### src/hdl/qrs_div.sv
// Pipelined restoring divider, one quotient bit per register stage, truncating.
`default_nettype none
module qrs_div #(
    parameter int NUM_W = 33,
    parameter int DEN_W = 17
) (
    input  wire logic               i_clk,
    input  wire logic               i_rst_n,
    input  wire logic               i_valid,
    input  wire logic [NUM_W-1:0]   i_num,
    input  wire logic [DEN_W-1:0]   i_den,
    output logic                    o_valid,
    output logic [NUM_W-1:0]        o_quot
);
    localparam int NW = NUM_W;
    localparam int DW = DEN_W;

    logic [NW-1:0] n_in   [NW];
    logic [DW-1:0] d_in   [NW];
    logic [DW:0]   rem_in [NW];
    logic [NW-1:0] q_in   [NW];
    logic          v_in   [NW];

    logic [NW-1:0] r_n    [NW];
    logic [DW-1:0] r_d    [NW];
    logic [DW:0]   r_rem  [NW];
    logic [NW-1:0] r_q    [NW];
    logic          r_v    [NW];

    for (genvar k = 0; k < NW; k++) begin : g_stage
        logic [DW:0]   n_shift, n_rem;
        logic [NW-1:0] n_q;

        if (k == 0) begin : g_first
            assign n_in[k]   = i_num;
            assign d_in[k]   = i_den;
            assign rem_in[k] = '0;
            assign q_in[k]   = '0;
            assign v_in[k]   = i_valid;
        end else begin : g_next
            assign n_in[k]   = r_n[k-1];
            assign d_in[k]   = r_d[k-1];
            assign rem_in[k] = r_rem[k-1];
            assign q_in[k]   = r_q[k-1];
            assign v_in[k]   = r_v[k-1];
        end

        always_comb begin
            n_shift = {rem_in[k][DW-1:0], n_in[k][NW-1-k]};
            if (n_shift >= {1'b0, d_in[k]}) begin
                n_rem = n_shift - {1'b0, d_in[k]};
                n_q   = {q_in[k][NW-2:0], 1'b1};
            end else begin
                n_rem = n_shift;
                n_q   = {q_in[k][NW-2:0], 1'b0};
            end
        end

        always_ff @(posedge i_clk) begin
            if (!i_rst_n) begin
                r_v[k] <= 1'b0;
            end else begin
                r_v[k] <= v_in[k];
            end
        end

        always_ff @(posedge i_clk) begin
            r_n[k]   <= n_in[k];
            r_d[k]   <= d_in[k];
            r_rem[k] <= n_rem;
            r_q[k]   <= n_q;
        end
    end

    assign o_valid = r_v[NW-1];
    assign o_quot  = r_q[NW-1];

endmodule
`default_nettype wire

### config.mk
export PLATFORM = sky130hd
export DESIGN_NAME = qrs_div
export DESIGN_NICKNAME = d
export VERILOG_FILES = /design/src/hdl/qrs_div.sv
export SDC_FILE = /design/constraint.sdc
export NUM_CORES = 2
export LEC_CHECK = 0
export CAP_MARGIN = 30
export CORE_ASPECT_RATIO = 0.7
export CORE_MARGIN = 5
export CORE_UTILIZATION = 60
export DETAILED_ROUTE_END_ITERATION = 8
export DONT_BUFFER_PORTS = 1
export PLACE_DENSITY = 0.73
export REMOVE_ABC_BUFFERS = 1
export SLEW_MARGIN = 20
export SYNTH_ARGS = -nofsm -noshare
export SYNTH_HDL_FRONTEND = slang
export SYNTH_SLANG_ARGS = --single-unit
### constraint.sdc
create_clock -name i_clk -period 3.7 [get_ports i_clk]
set_input_delay 0 -clock i_clk [delete_from_list [all_inputs] [get_ports i_clk]]
set_output_delay 0 -clock i_clk [all_outputs]
set_load 0.005 [all_outputs]
Word level (Yosys, flattened, before mapping)
Memory sizes are Yosys's and may differ from the RTL's.
Index checks and enable logic that the tools add are counted.
{"block": "word_totals", "ff_bits": 0, "ramBits": 3366, "output_inout_bits": 34, "elab_cells": 205, "memories": 5}
{"memory": "r_n", "words": 33, "word_bits": 33, "read_ports": 32, "rd_ports_with_merged_regs": 0, "write_ports": 33, "line_no": "24", "source": "logic [NW-1:0] r_n [NW];"}
{"memory": "r_q", "words": 33, "word_bits": 33, "read_ports": 33, "rd_ports_with_merged_regs": 0, "write_ports": 33, "line_no": "27", "source": "logic [NW-1:0] r_q [NW];"}
{"memory": "r_rem", "words": 33, "word_bits": 18, "read_ports": 32, "rd_ports_with_merged_regs": 0, "write_ports": 33, "line_no": "26", "source": "logic [DW:0] r_rem [NW];"}
{"memory": "r_d", "words": 33, "word_bits": 17, "read_ports": 32, "rd_ports_with_merged_regs": 0, "write_ports": 33, "line_no": "25", "source": "logic [DW-1:0] r_d [NW];"}
{"memory": "r_v", "words": 33, "word_bits": 1, "read_ports": 33, "rd_ports_with_merged_regs": 0, "write_ports": 33, "line_no": "28", "source": "logic r_v [NW];"}
{"block": "classes", "n_addsub": 33, "order_cmp": 33, "n_mux": 101, "bitwise": 33}
{"cell": "18-bit two-way mux", "n": 33}
{"cell": "18-bit by 17-bit >= comparator with 1-bit output", "n": 32}
{"cell": "18-bit by 17-bit subtractor with 18-bit output", "n": 32}
{"cell": "1-bit two-way mux", "n": 68}
{"cell": "1-bit bitwise OR", "n": 33}
{"cell": "1-bit by 17-bit subtractor with 18-bit output", "n": 1}
{"cell": "1-bit by 17-bit >= comparator with 1-bit output", "n": 1}

Longest topological paths before layout
An unclocked memory read counts as a cell.
{"block": "depth", "word_depth": 3, "ltp_mapped": 16}

Least setup slack after synthesis
Ideal clock, no wire load.
{"block": "synth_timing", "path_type": "flip-flop to flip-flop", "startpoint": "memory r_n[0][447] (netlist name)", "endpoint": "memory r_rem[0][261] (netlist name)", "setup_time_ns": 0.121, "arrival_time_ns": 3.089, "path_slack_ns": 0.490, "stages_incl_launch_ff": 14, "path_buffers": 1, "period_less_slack_ns": 3.210, "path_cell_list": "dfxtp_1 inv_1 ha_1 inv_1 fa_1 a211o_1 a211oi_2 o211ai_1 a21oi_2 a21oi_1 or4b_4 a31oi_4 buf_12 mux2_4"}
{"item": "from (decl)", "line_no": "24"}
{"item": "to (decl)", "line_no": "26"}

==> results.cfg <==
[power]
switching_share = 0.313
p_clk_frac = 0.280
p_int_uw = 50400
power_density_nw_per_um2 = 840
p_total_uw = 73400
vdd_drop_max_mv = 0.515
comb_power_share = 0.308
leakagePower_uw = 0.0396
seq_power_share = 0.413
p_switching_uw = 23000

[timing]
period_minus_slack_ns = 3.46
finalHoldViolCount = 0
tightest_slew_ns = 0.843
rsz0062_at_grt = no
setup_viol_count_final = 0
fin_worst_skew_ns = 0.0451
finalSetupTns_ns = 0
fin_ws_ns = 0.239
fin_hold_ws_ns = 0.259
relSlewSlack = 0.423
final-max-slew-violation-count = 0
period_share = 0.935
fmax_mhz = 289

[floorplanning]
start_util = 0.603
die_area_um2 = 136000
fp.dieH_um = 310
rows = 110
core_region_area_um2 = 128000
die_w_um = 439
io_pins = 87

[critical_path]
cpLargestDelayFamily = compound AO/OA/AOI/OAI gates
cp_num_buf_inv = 1
worst_path_max_delay_cell = o41ai_1
crit_path_start_kind = register
max_stage_delay_ns = 0.61
reg2reg_from = r_d[0][341]$_DFF_P_
critPathArrivalTime_ns = 4.14
cp_cell_sequence = inv_1 > ha_1 > nor2b_1 > o21ai_0 > a21oi_1 > o41ai_1 > o21ai_0 > o221ai_1 > xor2_1 > o21ai_0
crit_top_cell = o21ai_0
cp-startpoint = r_d[0][341]$_DFF_P_
path_class = reg -> reg
worstPathRequired_ns = 4.38
end_kind = register
cp_max_fo = 3

[layout]
layout_common_cells = dfxtp_1 (2210), inv_1 (685), ha_1 (546)
mostFrequentLayoutCell = dfxtp_1
post-route-util = 0.681
drive_gt1_frac = 0.100
num-fill-cells = 9571
area_growth_pct = 12.9
num-nets-final = 7887

[drt]
ant_nets = 0
routed_wl_um = 147000
vias = 48256
wl_per_cell_um = 16.0
first_pass_iters = 7
drt_iter0_drc = 3214
vias_per_cell = 5.27
post-route-drc-count = 0

[placement]
gp_congestion = 0.910
hpwl_um = 106000
pre_cts_slack_ns = 0.303
io_buffers = 0

[logic_synthesis]
async_reset_ff_frac = 0
ys_types = 84
synth_edf_count = 0
ys.flop_type = dfxtp_1
ys_warn_count = 0
yosys_register_bits = 2210
syn-cell-area_um2 = 77300
yosys.area.top_type_share = 0.572
synthTopCellsByArea = dfxtp_1 (57%), ha_1 (8.8%), mux2_2 (4.1%), inv_1 (3.3%), xnor2_1 (2.9%)
yosysSeqAreaShare = 0.572
postSynthCellCount = 7008
yosys.area.top_type = dfxtp_1
synth.avg_cell_area_um2 = 11.0

[hold_path]
worstHoldStart = i_num[25]
min_path_type = in -> reg

[clock_network]
clockBufferDepth = 3
root_buffer = clkbuf_16
cts_tree = yes
postCtsSetupBuffers = 0
cts.reportedPaths.clkPinSlew_ns = 0.06
clk_latency_ns = 0.84
cts_num_sinks = 2210
numCtsBuffers = 189
ctsHtreeMaxLevel = 4
hold_buffers = 105
cts_resized = 0

[global_route]
grt_overflow = 0
grt_pass1_wl_um = 240000
antenna_found_initial = 4
grt_pass1_vias = 47345
grt_max_degree = 34
grtUsageTotal = 0.214

[status]
status = finished, final reports clean

[job]
cap_violations = 0
## final timing paths
| check | end | slack (ns) | cells after the start |
|---|---|---|---|
| worst min-delay path | r_n[0][25]$_DFF_P_ | 0.26 | 2 |
| worst max-delay path | r_rem[0][393]$_DFF_P_ | 0.24 | 10 |
| worst max register to register | r_rem[0][393]$_DFF_P_ | 0.24 | 10 |
| worst min register to register | r_n[0][633]$_DFF_P_ | 0.31 | 0 |
## layer usage
metal  vias to the layer above  routed length (um)  GRT usage
met5                         -                   7          0
met4                         2                2780     0.0575
met3                       215                9290     0.0450
met2                      1105               63100      0.330
met1                     22428               71700      0.308
li1                      24506                   -          -
## power groups by stage
stage / clock network [uW] / registers [uW] / logic [uW]
floorplan: 0 / 29700 / 17700
global placement: 0 / 30800 / 21500
detailed placement: 0 / 30800 / 22000
CTS: 21100 / 30300 / 22300
global route: 22100 / 30700 / 25100
finish: 20500 / 30300 / 22600
## area by class of cell
type                       instances  area (um2)  share of cell area
timing repair buffer             149        1490              0.0170
inverter                         686        2570              0.0295
tap                             1736        2170              0.0249
antenna                            1        2.50           0.0000287
multi-input combinational       4021       30200               0.345
clock inverter                    99        1350              0.0154
sequential                      2210       44200               0.507
clock buffer                     251        5340              0.0612
## cell usage after synthesis (all sizes together) (20+ instances only)
cell,count
nand3,98
clkbuf,68
xnor2,256
xor2,125
and3,44
and2,63
mux2i,26
o21bai,40
mux2,296
a211o,21
nor3,102
dfxtp,2210
or2,29
inv,686
ha,546
nand4,66
buf,23
a21o,183
or3,40
nand2,363
o2111ai,24
a31oi,59
o21a,98
o31ai,46
a211oi,56
a31o,20
o21ai,299
nor2,354
nand2b,58
nor2b,75
fa,31
a21oi,355
o211ai,31
## cells by family (layout without fill, tap and decap cells)
logic type	after synthesis	after routing	synth area share
multiplexers	322	322	0.0469
flip-flops	2210	2210	0.572
AO/OA/AOI/OAI	1403	1403	0.120
AND/OR/NAND/NOR	1338	1338	0.0831
adder cells (fa/ha/maj)	577	577	0.0964
other	0	1	0
XOR/XNOR	381	381	0.0431
buffers and inverters	777	1185	0.0387
## registers in the layout, summed over array words and instances, names as in the netlist
| signal | flops |
|---|---|
| r_q | 561 |
| r_d | 544 |
| r_v | 33 |
| r_rem | 544 |
| r_n | 528 |
## stage by stage
| stage | cell area (um2) | std cells |
|---|---|---|
| after global placement | 79600 | 8695 |
| final | 87300 | 9153 |
| after detailed placement | 79600 | 8696 |
| after CTS | 87300 | 9151 |
| after floorplan | 76900 | 6917 |
| after global routing | 87300 | 9153 |
Power figures use the tool's default switching activity.
