## config.mk

```make
export PLATFORM = sky130hd
export DESIGN_NAME = qrs_sqrt
export DESIGN_NICKNAME = d
export VERILOG_FILES = /design/src/hdl/qrs_sqrt.sv
export SDC_FILE = /design/constraint.sdc
export NUM_CORES = 2
export LEC_CHECK = 0
export BUFFER_PORTS_ARGS = -buffer_cell sky130_fd_sc_hd__buf_2
export CAP_MARGIN = 5
export CORE_MARGIN = 2
export CORE_UTILIZATION = 30
export CTS_BUF_LIST = sky130_fd_sc_hd__clkbuf_8
export CTS_CLUSTER_DIAMETER = 150
export DETAILED_ROUTE_END_ITERATION = 8
export GPL_TIMING_DRIVEN = 0
export SLEW_MARGIN = 20
export SYNTH_ARGS = -nofsm -noshare
export SYNTH_HDL_FRONTEND = slang
export SYNTH_MEMORY_MAX_BITS = 65536
export SYNTH_SLANG_ARGS = --single-unit
export TNS_END_PERCENT = 10
```

## constraint.sdc

```tcl
create_clock -name i_clk -period 9.75 [get_ports i_clk]
set_input_delay 1.4625 -clock i_clk [delete_from_list [all_inputs] [get_ports i_clk]]
set_output_delay 1.4625 -clock i_clk [all_outputs]
set_load 0.05 [all_outputs]
```

## src/hdl/qrs_sqrt.sv

```systemverilog
// Pipelined restoring square root, one result bit per register stage.
`default_nettype none
module qrs_sqrt #(
    parameter int STEPS = 33
) (
    input  wire logic                 i_clk,
    input  wire logic                 i_rst_n,
    input  wire logic                 i_valid,
    input  wire logic [2*STEPS-1:0]   i_rad,
    output logic                      o_valid,
    output logic [STEPS-1:0]          o_root
);
    localparam int S  = STEPS;
    localparam int RW = S + 2;
    localparam int XW = 2 * S;

    logic [XW-1:0] x_in   [S];
    logic [RW-1:0] rem_in [S];
    logic [S-1:0]  q_in   [S];
    logic          v_in   [S];

    logic [XW-1:0] r_x    [S];
    logic [RW-1:0] r_rem  [S];
    logic [S-1:0]  r_q    [S];
    logic          r_v    [S];

    for (genvar k = 0; k < S; k++) begin : g_stage
        logic [RW-1:0] n_shift, n_trial, n_rem;
        logic [S-1:0]  n_q;

        if (k == 0) begin : g_first
            assign x_in[k]   = i_rad;
            assign rem_in[k] = '0;
            assign q_in[k]   = '0;
            assign v_in[k]   = i_valid;
        end else begin : g_next
            assign x_in[k]   = r_x[k-1];
            assign rem_in[k] = r_rem[k-1];
            assign q_in[k]   = r_q[k-1];
            assign v_in[k]   = r_v[k-1];
        end

        always_comb begin
            n_shift = {rem_in[k][RW-3:0], x_in[k][2*(S-1-k)+1 -: 2]};
            n_trial = {q_in[k], 2'b01};
            if (n_shift >= n_trial) begin
                n_rem = n_shift - n_trial;
                n_q   = {q_in[k][S-2:0], 1'b1};
            end else begin
                n_rem = n_shift;
                n_q   = {q_in[k][S-2:0], 1'b0};
            end
        end

        always_ff @(posedge i_clk) begin
            if (!i_rst_n) begin
                r_v[k] <= 1'b0;
            end else begin
                r_v[k] <= v_in[k];
            end
        end

        always_ff @(posedge i_clk) begin
            r_x[k]   <= x_in[k];
            r_rem[k] <= n_rem;
            r_q[k]   <= n_q;
        end
    end

    assign o_valid = r_v[S-1];
    assign o_root  = r_q[S-1];

endmodule
`default_nettype wire

```

# After elaboration in Yosys (flattened, before gate mapping)
# Memories as Yosys holds them, arrays and structs flattened.
# Cells that the tools add are included.
# W data, S select, Z words.
# word_totals
ff_bits	0
mem_bits_rw	4455
input_bits	69
wordCells	204
mem_count	4
# op_classes
n_addsub	33
order_cmp	33
mux	101
bitwise_logic	33
# mem_list
name	words	word_bits	read_ports	rd_clocked_by_memory_dff	write_ports	line_no	rtl
r_x	33	66	32	0	33	22	logic [XW-1:0] r_x [S];
r_rem	33	35	32	0	33	23	logic [RW-1:0] r_rem [S];
r_q	33	33	33	0	33	24	logic [S-1:0] r_q [S];
r_v	33	1	33	0	33	25	logic r_v [S];
# ops
cell	n
$mux W35	33
$ge A35 B35 Y1	32
$sub A35 B35 Y35	32
$mux W1	68
$or A1 B1 Y1	33
$sub A2 B1 Y3 const B	1
$ge A2 B1 Y1 const B	1

# Logic depth before layout (Yosys ltp)
# An unclocked memory read counts as a cell.
# logic_depth
ltp_word	3
ltp_mapped	16
mapped_depth_nobuf	13

# Least setup slack after synthesis
# No wires, ideal clock.
# synth_path
kind	register -> register
start	memory r_q[0][760] (netlist bit)
end	memory r_rem[0][854] (netlist bit)
setup_ns	0.121
arrival_time_ns	2.928
slack_ns	6.701
stages_incl_launch_ff	14
n_path_buf	2
period_less_slack_ns	3.049
path_cell_list	dfxtp_1 > inv_1 > ha_1 > a21oi_1 > a211oi_1 > a2111oi_2 > a21oi_1 > a31o_2 > a311oi_2 > o31a_1 > nand2b_1 > buf_2 > buf_6 > mux2_4
# synth_lines
element	line_no
start, declared	24
end, declared	23

==> results_dict.tcl <==
set metrics [dict create \
    wirelength_um 200000 \
    critical_path_class "flip-flop to flip-flop" \
    io_pins 103 \
    cp.arrival_ns 5.06 \
    core_area_um2 321000 \
    ir_drop_mv 0.161 \
    synthSimpleGateAreaFrac 0.127 \
    synth_mux_area_frac 0.00916 \
    final_nets 10704 \
    yosys.area_share.xor_xnor 0.0726 \
    async_reset_ff_frac 0 \
    crit_path_cell_trace "inv_1 -> ha_1 -> nand3_1 -> nor2_1 -> a21oi_1 -> a31o_2 -> o31ai_1 -> a41oi_1 -> o31a_2 -> a2111oi_4 -> nand3_1 -> xnor2_1" \
    first_global_vias 63636 \
    portBuffers 102 \
    drc 0 \
    tightest_slew_ns 1.08 \
    areaGrowthSynthToFinish_pct 15.9 \
    rsz0062_at_grt "false" \
    clock_sinks 2657 \
    avgSynthCellArea_um2 10.2 \
    synthCells 9510 \
    antenna_found_initial 2 \
    endpoint_kind "flip-flop" \
    crit_path_max_fanout 9 \
    slowest_delay_ns 0.55 \
    ys_dominant_reg_cell "dfxtp_1" \
    hold_ws_ns 0.272 \
    die_h_um 571 \
    grt_first_pass_wirelength_um 323000 \
    synth.cell_area_um2 96600 \
    post-route-util 0.349 \
    synth_cell_types 113 \
    initial_core_util 0.301 \
    grt.total_usage 0.120 \
    slew_headroom 0.273 \
    total_power_mw 29.0 \
    cts_tree "built" \
    setup_tns_ns 0 \
    cpMostUsedCell "nand3_1" \
    start_kind "flip-flop" \
    routed-via-count 64570 \
    clk_pin_slew_worst_paths_ns 0.07 \
    grt-ovfl-total 0 \
    cp_slowest_cell "a2111oi_4" \
    htreeDepth 5 \
    drive_gt1_frac 0.0987 \
    cts_resized 0 \
    drt_iter0_drc 3107 \
    skew_ns 0.141 \
    setup_viol 0 \
    wire_per_inst_um 13.6 \
    clock-root-buffer "clkbuf_8" \
    min_path_type "flip-flop to flip-flop" \
    yosysSeqAreaShare 0.551 \
    hpwl_um 151000 \
    synth_area_leaders "dfxtp_1 (55%), ha_1 (7.7%), xnor2_1 (3.7%), xor2_1 (3.6%), a21oi_1 (3.0%)" \
    period_minus_slack_ns 4.19 \
    ctsHoldBuffers 0 \
    drv_cap 0 \
    status "completed" \
    die_area_um2 327000 \
    power_density_nw_per_um2 259 \
    synth.largest_area_cell "dfxtp_1" \
    drtAntennaViolNets 0 \
    final_max_slew_viol_count 0 \
    p_leak_nw 52.2 \
    rows 208 \
    max_freq_mhz 239 \
    clockBufferDepth 4 \
    required_ns 10.63 \
    numCtsBuffers 426 \
    hold_viol_final 0 \
    synthAdderAreaFrac 0.0771 \
    yosys.area.top_type_share 0.551 \
    synth_fp_nets 10174 \
    finalCritPeriodShare 0.429 \
    worst_skew_pair.late_latency_ns 1.08 \
    dr.pass1.iters 5 \
    synth_compound_area_frac 0.125 \
    grt_max_degree 21 \
    yosys_warnings 0 \
    ys_ff_latch 2657 \
    vias_per_cell 4.39 \
    die_width_um 571 \
    synth_top_family_by_area "simple AND/OR/NAND/NOR gates" \
    cts_setup_buffers 0 \
    synth_edf_count 0 \
    gp_congestion 0.871 \
]
-- synthesized netlist by cell type (16+ instances only) --
library cell / number
a21oi_1: 588
a21o_1: 236
nor2_1: 599
nand3b_1: 25
nor3_1: 255
a211oi_1: 47
a211o_1: 17
clkbuf_1: 110
mux2_2: 71
o21ai_0: 526
dfxtp_1: 2657
nand3_1: 134
or4_1: 62
o31ai_1: 79
o211ai_1: 28
a31oi_1: 44
and2_1: 63
o21a_1: 118
xor2_1: 395
nor3b_1: 18
or2_2: 45
nand4_1: 95
xnor2_1: 406
ha_1: 595
nor4_1: 90
nand2_1: 686
o21bai_1: 44
a21boi_0: 26
nand2b_1: 130
and3_1: 49
nor2b_1: 88
or3_1: 85
a31o_2: 16
inv_1: 756
buf_2: 44
-- sequential cells by signal, summed over array words and instances (netlist names) --
signal  count
r_v        33
r_q       561
r_x      1056
r_rem    1007
-- layout make-up --
| type | count | area [µm²] |
|---|---|---|
| antenna | 2 | 5.00 |
| buffer | 181 | 811 |
| clock buffer | 540 | 7430 |
| clock inverter | 233 | 1980 |
| fill | 32785 | 209000 |
| inverter | 760 | 2850 |
| multi-input combinational | 5912 | 39800 |
| sequential | 2657 | 53200 |
| tap | 4305 | 5390 |
| timing repair buffer | 102 | 510 |
-- logic make-up (layout without fill, tap and decap cells) --
group	count (synthesis)	in the layout
flip-flops	2657	2657
AND/OR/NAND/NOR	2497	2497
AO/OA/AOI/OAI	1940	1940
buffers and inverters	941	1816
XOR/XNOR	801	801
adder cells (fa/ha/maj)	595	595
multiplexers	78	78
other	1	3
-- final timing paths --
kind / startpoint / to / slack [ns] / depth (start not counted)
worst max-delay path: r_q[0][632]$_DFF_P_ / r_rem[0][726]$_DFF_P_ / 5.56 / 12
worst min-delay path: r_x[0][1853]$_DFF_P_ / r_x[0][1919]$_DFF_P_ / 0.27 / 0
worst max register to register: r_q[0][632]$_DFF_P_ / r_rem[0][726]$_DFF_P_ / 5.56 / 12
worst min register to register: r_x[0][1853]$_DFF_P_ / r_x[0][1919]$_DFF_P_ / 0.27 / 0
-- critical path, delay by kind of cell (launching register included) --
kind                       cells  cell delay [ns]
AOI/OAI and AO/OA              6             2.26
xor gates and xnor gates       1             0.24
adders and majority gates      1             0.34
buffers and inverters          1             0.05
DFF                            1             0.35
and+or+nand+nor                3             0.75
-- per-layer routing --
layer  vias up  GRT usage  part of all wire
met3       481     0.0203             0.042
met1     29230      0.150              0.46
met5         -          0           0.00016
met4         4     0.0533             0.040
li1      33591          -                 -
met2      1264      0.201              0.46
-- power by group --
part | internal, mW | switching [mW]
clock | 5.75 | 4.39
sequential | 12.6 | 1.33
combinational | 2.13 | 2.71
total | 20.5 | 8.44
-- per-stage QoR --
stage | instances | area, µm² | setup slack, ns
2_1_floorplan | 9510 | 96600 | 6.70
3_3_place_gp | 13917 | 103000 | 5.68
3_5_place_dp | 13917 | 103000 | 5.70
4_1_cts | 14690 | 112000 | 5.58
5_1_grt | 14692 | 112000 | 5.32
6_report | 14692 | 112000 | 5.56
-- layout by cell type, fill, tap and decap left out, types with 15 or more instances in the layout --
cell type and n:
clkinv_2 71, nor2b_1 88, mux2_2 71, and2_1 63, a21oi_1 588, a31o_2 16, nor2_1 599, xnor2_1 406
nand3b_1 25, nand3_1 134, and3_1 49, a211o_1 17, nor3_1 255, xor2_1 395, o21ai_0 526, a211oi_1 47
nand4_1 95, dfxtp_1 2657, a31oi_1 44, o21bai_1 44, clkbuf_8 540, o31a_1 15, nand2_1 686, a21o_1 236
or2_2 45, clkbuf_1 110, a21boi_0 26, buf_2 146, nor3b_1 18, o31ai_1 79, ha_1 595, o211ai_1 28
or4_1 62, or3_1 85, nand2b_1 130, nor4_1 90, o21a_1 118, inv_1 853, bufinv_16 27
(Power assumes the default switching activity.)
