**config.mk**
```make
export PLATFORM = sky130hd
export DESIGN_NAME = qrs_disc
export DESIGN_NICKNAME = d
export VERILOG_FILES = /design/src/hdl/qrs_pkg.sv /design/src/hdl/qrs_disc.sv
export SDC_FILE = /design/constraint.sdc
export NUM_CORES = 1
export LEC_CHECK = 0
export BUFFER_PORTS_ARGS = -buffer_cell sky130_fd_sc_hd__buf_2
export CORE_MARGIN = 8
export CORE_UTILIZATION = 40
export CTS_CLUSTER_DIAMETER = 80
export DETAILED_ROUTE_END_ITERATION = 10
export PLACE_DENSITY = 0.6
export SETUP_SLACK_MARGIN = 0.1
export SLEW_MARGIN = 5
export SYNTH_ARGS = -nofsm -noshare
export SYNTH_HDL_FRONTEND = slang
export SYNTH_SLANG_ARGS = --single-unit
```
**constraint.sdc**
```tcl
create_clock -name i_clk -period 9.3 [get_ports i_clk]
set_input_delay 0.93 -clock i_clk [delete_from_list [all_inputs] [get_ports i_clk]]
set_output_delay 0.93 -clock i_clk [all_outputs]
set_load 0.03 [all_outputs]
```
**src/hdl/qrs_pkg.sv**
```systemverilog
// Shared types and constants of the quadratic root solver.
`default_nettype none
package qrs_pkg;

    localparam int DEF_COEF_WIDTH = 16;
    localparam int ROOT_FRAC      = 16;
    localparam int OUT_W          = 32;

    localparam logic [1:0] CNT_NONE = 2'd0;
    localparam logic [1:0] CNT_ONE  = 2'd1;
    localparam logic [1:0] CNT_TWO  = 2'd2;

    // Per-item control bits that ride along with the data.
    typedef struct packed {
        logic       neg;    // discriminant is negative
        logic       msign;  // -b/(2a) is positive
        logic       deg;    // coefficient a is zero
        logic [1:0] count;  // real root count, final value
    } t_ctl;

endpackage
`default_nettype wire

```
**src/hdl/qrs_disc.sv**
```systemverilog
// Two-stage discriminant unit: magnitudes, products, then sign and magnitude of b*b-4ac.
`default_nettype none
module qrs_disc #(
    parameter int COEF_WIDTH = 16
) (
    input  wire logic                      i_clk,
    input  wire logic                      i_rst_n,
    input  wire logic                      i_valid,
    input  wire logic [COEF_WIDTH-1:0]     i_a,
    input  wire logic [COEF_WIDTH-1:0]     i_b,
    input  wire logic [COEF_WIDTH-1:0]     i_c,
    output logic                           o_valid,
    output logic [2*COEF_WIDTH:0]          o_dmag,
    output logic [COEF_WIDTH:0]            o_den,
    output logic [COEF_WIDTH-1:0]          o_absb,
    output qrs_pkg::t_ctl                  o_ctl
);
    import qrs_pkg::*;

    localparam int W = COEF_WIDTH;

    logic           r1_v;
    logic [W-1:0]   r1_absa, r1_absb;
    logic [2*W-1:0] r1_p, r1_q;
    logic           r1_opp, r1_msign, r1_deg, r1_degcnt;

    logic [W-1:0]   n_absa, n_absb, n_absc;

    logic           r2_v;
    logic [2*W:0]   r2_dmag;
    logic [W:0]     r2_den;
    logic [W-1:0]   r2_absb;
    t_ctl           r2_ctl;

    logic [2*W+1:0] n_q4, n_p, n_d;
    t_ctl           n_ctl;

    always_comb begin
        n_absa = i_a[W-1] ? (~i_a + 1'b1) : i_a;
        n_absb = i_b[W-1] ? (~i_b + 1'b1) : i_b;
        n_absc = i_c[W-1] ? (~i_c + 1'b1) : i_c;
    end

    always_ff @(posedge i_clk) begin
        if (!i_rst_n) begin
            r1_v <= 1'b0;
        end else begin
            r1_v <= i_valid;
        end
    end

    always_ff @(posedge i_clk) begin
        r1_absa   <= n_absa;
        r1_absb   <= n_absb;
        r1_p      <= n_absb * n_absb;
        r1_q      <= n_absa * n_absc;
        r1_opp    <= i_a[W-1] != i_c[W-1];
        r1_msign  <= i_b[W-1] != i_a[W-1];
        r1_deg    <= i_a == '0;
        r1_degcnt <= !(i_b == '0 && i_c != '0);
    end

    always_comb begin
        n_q4 = {r1_q, 2'b00};
        n_p  = {2'b00, r1_p};
        n_ctl.msign = r1_msign;
        n_ctl.deg   = r1_deg;
        if (r1_opp && r1_q != '0) begin
            n_d       = n_p + n_q4;
            n_ctl.neg = 1'b0;
        end else if (n_q4 > n_p) begin
            n_d       = n_q4 - n_p;
            n_ctl.neg = 1'b1;
        end else begin
            n_d       = n_p - n_q4;
            n_ctl.neg = 1'b0;
        end
        if (r1_deg) begin
            n_ctl.count = r1_degcnt ? CNT_ONE : CNT_NONE;
        end else if (n_ctl.neg) begin
            n_ctl.count = CNT_NONE;
        end else if (n_d == '0) begin
            n_ctl.count = CNT_ONE;
        end else begin
            n_ctl.count = CNT_TWO;
        end
    end

    always_ff @(posedge i_clk) begin
        if (!i_rst_n) begin
            r2_v <= 1'b0;
        end else begin
            r2_v <= r1_v;
        end
    end

    always_ff @(posedge i_clk) begin
        r2_dmag <= n_d[2*W:0];
        r2_den  <= {r1_absa, 1'b0};
        r2_absb <= r1_absb;
        r2_ctl  <= n_ctl;
    end

    assign o_valid = r2_v;
    assign o_dmag  = r2_dmag;
    assign o_den   = r2_den;
    assign o_absb  = r2_absb;
    assign o_ctl   = r2_ctl;

endmodule
`default_nettype wire

```
Word level (Yosys, flattened, before mapping)

Cells that the tools add are included.
W data, S select, Z words.

Flip-flop bits (word level): 172
Input port bits: 51
Word-level logic and storage cells: 50

Add/sub/neg operators: 6
Multipliers: 2
Order comparisons: 1
Eq/ne operators: 2
Muxes and demuxes: 11
Bitwise logic cells: 3
Reduce and logical (&&, ||, !) cells: 8

Operator list:

| operator                | number |
|---|---|
| $mux W34                | 2 |
| $mul A16 B16 Y32        | 2 |
| $add A16 B1 Y16 const B | 3 |
| $mux W16                | 3 |
| $not A16 Y16            | 3 |
| $add A32 B34 Y34        | 1 |
| $gt A34 B32 Y1          | 1 |
| $logic_not A34 Y1       | 1 |
| $sub A32 B34 Y34        | 1 |
| $sub A34 B32 Y34        | 1 |
| $logic_not A16 Y1       | 2 |
| $reduce_bool A32 Y1     | 1 |
| $reduce_bool A16 Y1     | 1 |
| $mux W2                 | 3 |
| $mux W1                 | 3 |
| $logic_and A1 B1 Y1     | 2 |
| $ne A1 B1 Y1            | 2 |
| $logic_not A1 Y1        | 1 |

Depth between registers and ports, before layout

Depth in word-level cells: 7
Mapped depth: 34

Worst setup path before layout

No wires, ideal clock.

Path type: input -> register
Start: input i_b[0]
End: register r1_p[30]
Setup time: 0.127 ns
Arrival: 8.346 ns
Path slack: 0.827 ns
Stages on the path: 31
Cells stage by stage: inv_1 -> clkbuf_1 -> ha_1 -> nand3_1 -> o31a_1 -> xnor2_1 -> clkinv_1 -> nand2_1 -> inv_1 -> fa_1 -> inv_1 -> fa_1 -> inv_1 -> fa_1 -> fa_1 -> fa_1 -> inv_1 -> fa_1 -> inv_1 -> ha_1 -> and4_1 -> a21oi_1 -> nand2_1 -> o31ai_1 -> o21ai_0 -> o41a_1 -> a41oi_1 -> a21oi_1 -> a21oi_1 -> o21ai_0 -> xor2_1

Longest elaborated chain between the ends: 4

Ends and longest elaborated chain:

| what                   | line           | source |
|---|---|---|
| start: declaration     | qrs_disc.sv:10 | `input wire logic [COEF_WIDTH-1:0] i_b,` |
| $not A16 Y16           | qrs_disc.sv:40 | `n_absb = i_b[W-1] ? (~i_b + 1'b1) : i_b;` |
| $add A16 B1 Y16        | qrs_disc.sv:40 |  |
| $mux W16               | qrs_disc.sv:40 |  |
| net n_absb[10]         | qrs_disc.sv:27 | `logic [W-1:0] n_absa, n_absb, n_absc;` |
| $mul A16 B16 Y32       | qrs_disc.sv:55 | `r1_p <= n_absb * n_absb;` |
| end signal: assignment | qrs_disc.sv:55 |  |
| end: declaration       | qrs_disc.sv:24 | `logic [2*W-1:0] r1_p, r1_q;` |

The timed path passes the listed nets, and every way through them passes these cells.
A chain may end at the register's enable or synchronous reset.

Worst setup path after layout

Start: input i_a[2]
End: register r1_q[24]

Longest elaborated chain between the ends: 4

Ends and longest elaborated chain:

| what                   | line           | source |
|---|---|---|
| start: declaration     | qrs_disc.sv:9  | `input wire logic [COEF_WIDTH-1:0] i_a,` |
| $not A16 Y16           | qrs_disc.sv:39 | `n_absa = i_a[W-1] ? (~i_a + 1'b1) : i_a;` |
| $add A16 B1 Y16        | qrs_disc.sv:39 |  |
| $mux W16 *             | qrs_disc.sv:39 |  |
| $mul A16 B16 Y32 *     | qrs_disc.sv:56 | `r1_q <= n_absa * n_absc;` |
| end signal: assignment | qrs_disc.sv:56 |  |
| end: declaration       | qrs_disc.sv:24 |  |

Every way passes the cells marked *; elsewhere a longest branch is shown, timed or not.

==> run summary <==
GLOBAL ROUTING
------------------------------------------------------------------------------------------
Number of global-route vias before repair ...................................        21040
Antenna violations before repair ............................................            2
Global-route wire length before repair ......................................    116600 µm
Total routing usage reported by global routing ..............................       20.81%
Total grt overflow ..........................................................            0
Pin count of the biggest net entering global routing ........................           56

FLOW RUN
------------------------------------------------------------------------------------------
Max-cap check violation count ...............................................            0

CTS
------------------------------------------------------------------------------------------
H-tree level count ..........................................................            4
Clock root cell .............................................................    clkbuf_16
Setup Buffers After CTS .....................................................            0
CTS sink count ..............................................................          169
Insertion delay of the later-clocked pin in the worst-skew pair .............      0.50 ns
Number of hold buffers added after cts ......................................            0
Bufs on Longest Clock Path ..................................................            2
PostCTS Resize Cnt ..........................................................            0
TritonCTS Buffers ...........................................................           17
Clock tree from TritonCTS ...................................................          yes
Clock edge transition at the registers on the reported setup and hold paths .      0.07 ns

YOSYS
------------------------------------------------------------------------------------------
Post-synth top area share ...................................................       28.48%
Ranking of synthesized cells by area ........................................ fa_1, ha_1, dfxtp_1
Syn avg cell area ...........................................................    8.457 µm²
Share of flip-flops with an asynchronous set or reset after synthesis .......           0%
Cell count after synthesis ..................................................         2992
Synthesized cell area .......................................................  0.02530 mm²
Number of synthesized register bits .........................................          169
Number of enable-type register cells in the synthesized netlist .............            0
Number of distinct library cells after synthesis ............................           92
Share of synthesized area occupied by flip-flops and latches ................       13.37%
Post-synthesis cell type with the largest combined area .....................         fa_1
Post-synth top flop .........................................................      dfxtp_1
Total of warnings raised by yosys ...........................................            0

WORST SETUP PATH
------------------------------------------------------------------------------------------
Crit path arrival time ......................................................      8.76 ns
Slowest stage cell, crit path ...............................................         fa_1
Required time worst endpoint ................................................      9.71 ns
CP endpoint kind ............................................................    flip-flop
Largest incremental delay on the critical path ..............................      0.58 ns
Kind of start point of the critical path ....................................    input pin
Crit Path Class ............................................................. input pin to flip-flop
Highest fanout seen on the critical path ....................................           12
CP most frequent cell .......................................................         fa_1

DETAILED ROUTING
------------------------------------------------------------------------------------------
Average detailed-routed wire length per instance ............................     18.36 µm
Number of vias per cell .....................................................        5.271
Number of DRC markers after the initial detailed-route iteration ............         1872
DR DRC count ................................................................            0
Via count ...................................................................        20930
Final wirelength ............................................................     72910 µm
First-pass iteration count of the detailed router ...........................            5
Post-route ant nets .........................................................            0

FINISH
------------------------------------------------------------------------------------------
Top library cells by usage in the layout, fill and taps aside ............... inv_1, fa_1, nor2_1
Share of layout cells above drive strength 1 ................................       8.421%
Commonest non-fill, non-tap cell in the layout ..............................        inv_1
Net count reported at finish ................................................         3813
Area growth from synthesis to final layout ..................................       9.489%

STA
------------------------------------------------------------------------------------------
Setup Viol. Count Final .....................................................            0
Ratio of final minimum period to clock period ...............................       89.72%
Clock skew after layout .....................................................   0.01847 ns
Worst slew margin ...........................................................       25.77%
Setup repair after global routing missed its margin .........................        false
Worst slew pin tran .........................................................     1.106 ns
Post-Route Setup TNS ........................................................         0 ns
Final period demand of the worst path .......................................     8.344 ns
Max-slew violation total from the final report ..............................            0
Highest attainable clock frequency ..........................................    119.9 MHz
Number of hold violations in the final report ...............................            0

DIE
------------------------------------------------------------------------------------------
Total core area .............................................................  0.06285 mm²
DIE HEIGHT ..................................................................     267.5 µm
Die outline area ............................................................  0.07156 mm²
Number of I/O pins ..........................................................          123
Chip Width ..................................................................     267.5 µm
Row count ...................................................................           92
Initial core utilization ....................................................       40.26%

WORST HOLD PATH
------------------------------------------------------------------------------------------
Hold Crit Class ............................................................. flip-flop to flip-flop

PLACEMENT
------------------------------------------------------------------------------------------
Placed wire-length estimate .................................................     60620 µm
Number of I/O port buffers ..................................................          121
Final Wtd Congestion ........................................................       0.9716

OUTCOME
------------------------------------------------------------------------------------------
Status ......................................................................    completed

[cells in the mapped netlist, types with 24 or more instances]
cell type / count
inv_1: 559
fa_1: 360
nor2_1: 297
nand2_1: 293
ha_1: 291
dfxtp_1: 169
a21oi_1: 154
xnor2_1: 78
clkbuf_1: 76
o21ai_0: 71
xor2_1: 48
nor3_1: 45
nand3_1: 43
a21o_1: 39
nand2b_1: 29
and2_1: 24
[registers in the layout, summed over array words and instances (netlist names)]
name,cells
o_dmag,32
o_den,16
r1_v,1
r1_deg,1
r1_degcnt,1
o_ctl,5
r1_absb,15
o_absb,16
r1_q,32
o_valid,1
r1_opp,1
r1_absa,16
r1_p,31
r1_msign,1
[critical path: cells and delay by family]
family / cells / cell delay, ns
and+or+nand+nor: 6 / 1.48
xor gates and xnor gates: 2 / 0.59
adders and majority gates: 7 / 3.26
buffers and inverters: 4 / 0.69
AOI/OAI and AO/OA: 8 / 1.78
[per-stage QoR]
stage	hold WS [ns]	worst slack [ns]	area, µm²	util [%]	std cells
after floorplan	0.3096	0.8272	25340	-	3002
after global placement	0.3110	0.7388	27090	43.10	3938
after detailed placement	0.3121	0.5369	27090	43.10	3938
after CTS	0.3289	1.050	27700	44.07	3969
after global routing	0.3363	0.3760	27700	44.07	3969
final	0.3290	0.9563	27700	44.08	3971
[cells by family (layout without fill, tap and decap cells)]
group                    count (synthesis)  after routing  synth area share (%)
other                                    2             14               0.02968
AND/OR/NAND/NOR                        866            866                 15.58
buffers and inverters                  672            793                 10.19
flip-flops                             169            169                 13.37
multiplexers                            10             10                0.4104
adder cells (fa/ha/maj)                651            651                 42.87
AO/OA/AOI/OAI                          496            496                 13.18
XOR/XNOR                               126            126                 4.361
[layer usage]
metal	vias to the layer above	share of wire (%)	track usage, %
met3	115	7.2	3.653
met5	-	0.027	0
li1	9835	-	-
met1	10320	45	28.64
met4	2	3.9	8.643
met2	662	44	32.12
[worst paths after layout]
check | slack (ns) | from | to | cells past startpoint
setup / recovery | 0.96 | i_a[2] | r1_q[24] | 27
setup reg to reg | 4.04 | r1_p[2] | o_ctl[0] | 15
hold / removal | 0.33 | r1_absa[9] | o_den[10] | 0
hold reg to reg | 0.33 | r1_absa[9] | o_den[10] | 0
[area by class of cell]
type,instances,area (µm²)
multi-input cells,2161,19390
diodes,2,5.005
repair buffers,187,1101
flip-flops and latches,169,3383
well taps,846,1059
inverters,575,2158
clock buffers,19,442.9
clock inverters,12,165.2
fillers,6312,35150
Power is not shown: default switching activity piles up to over one toggle a cycle in this logic, so the estimate is an artifact.
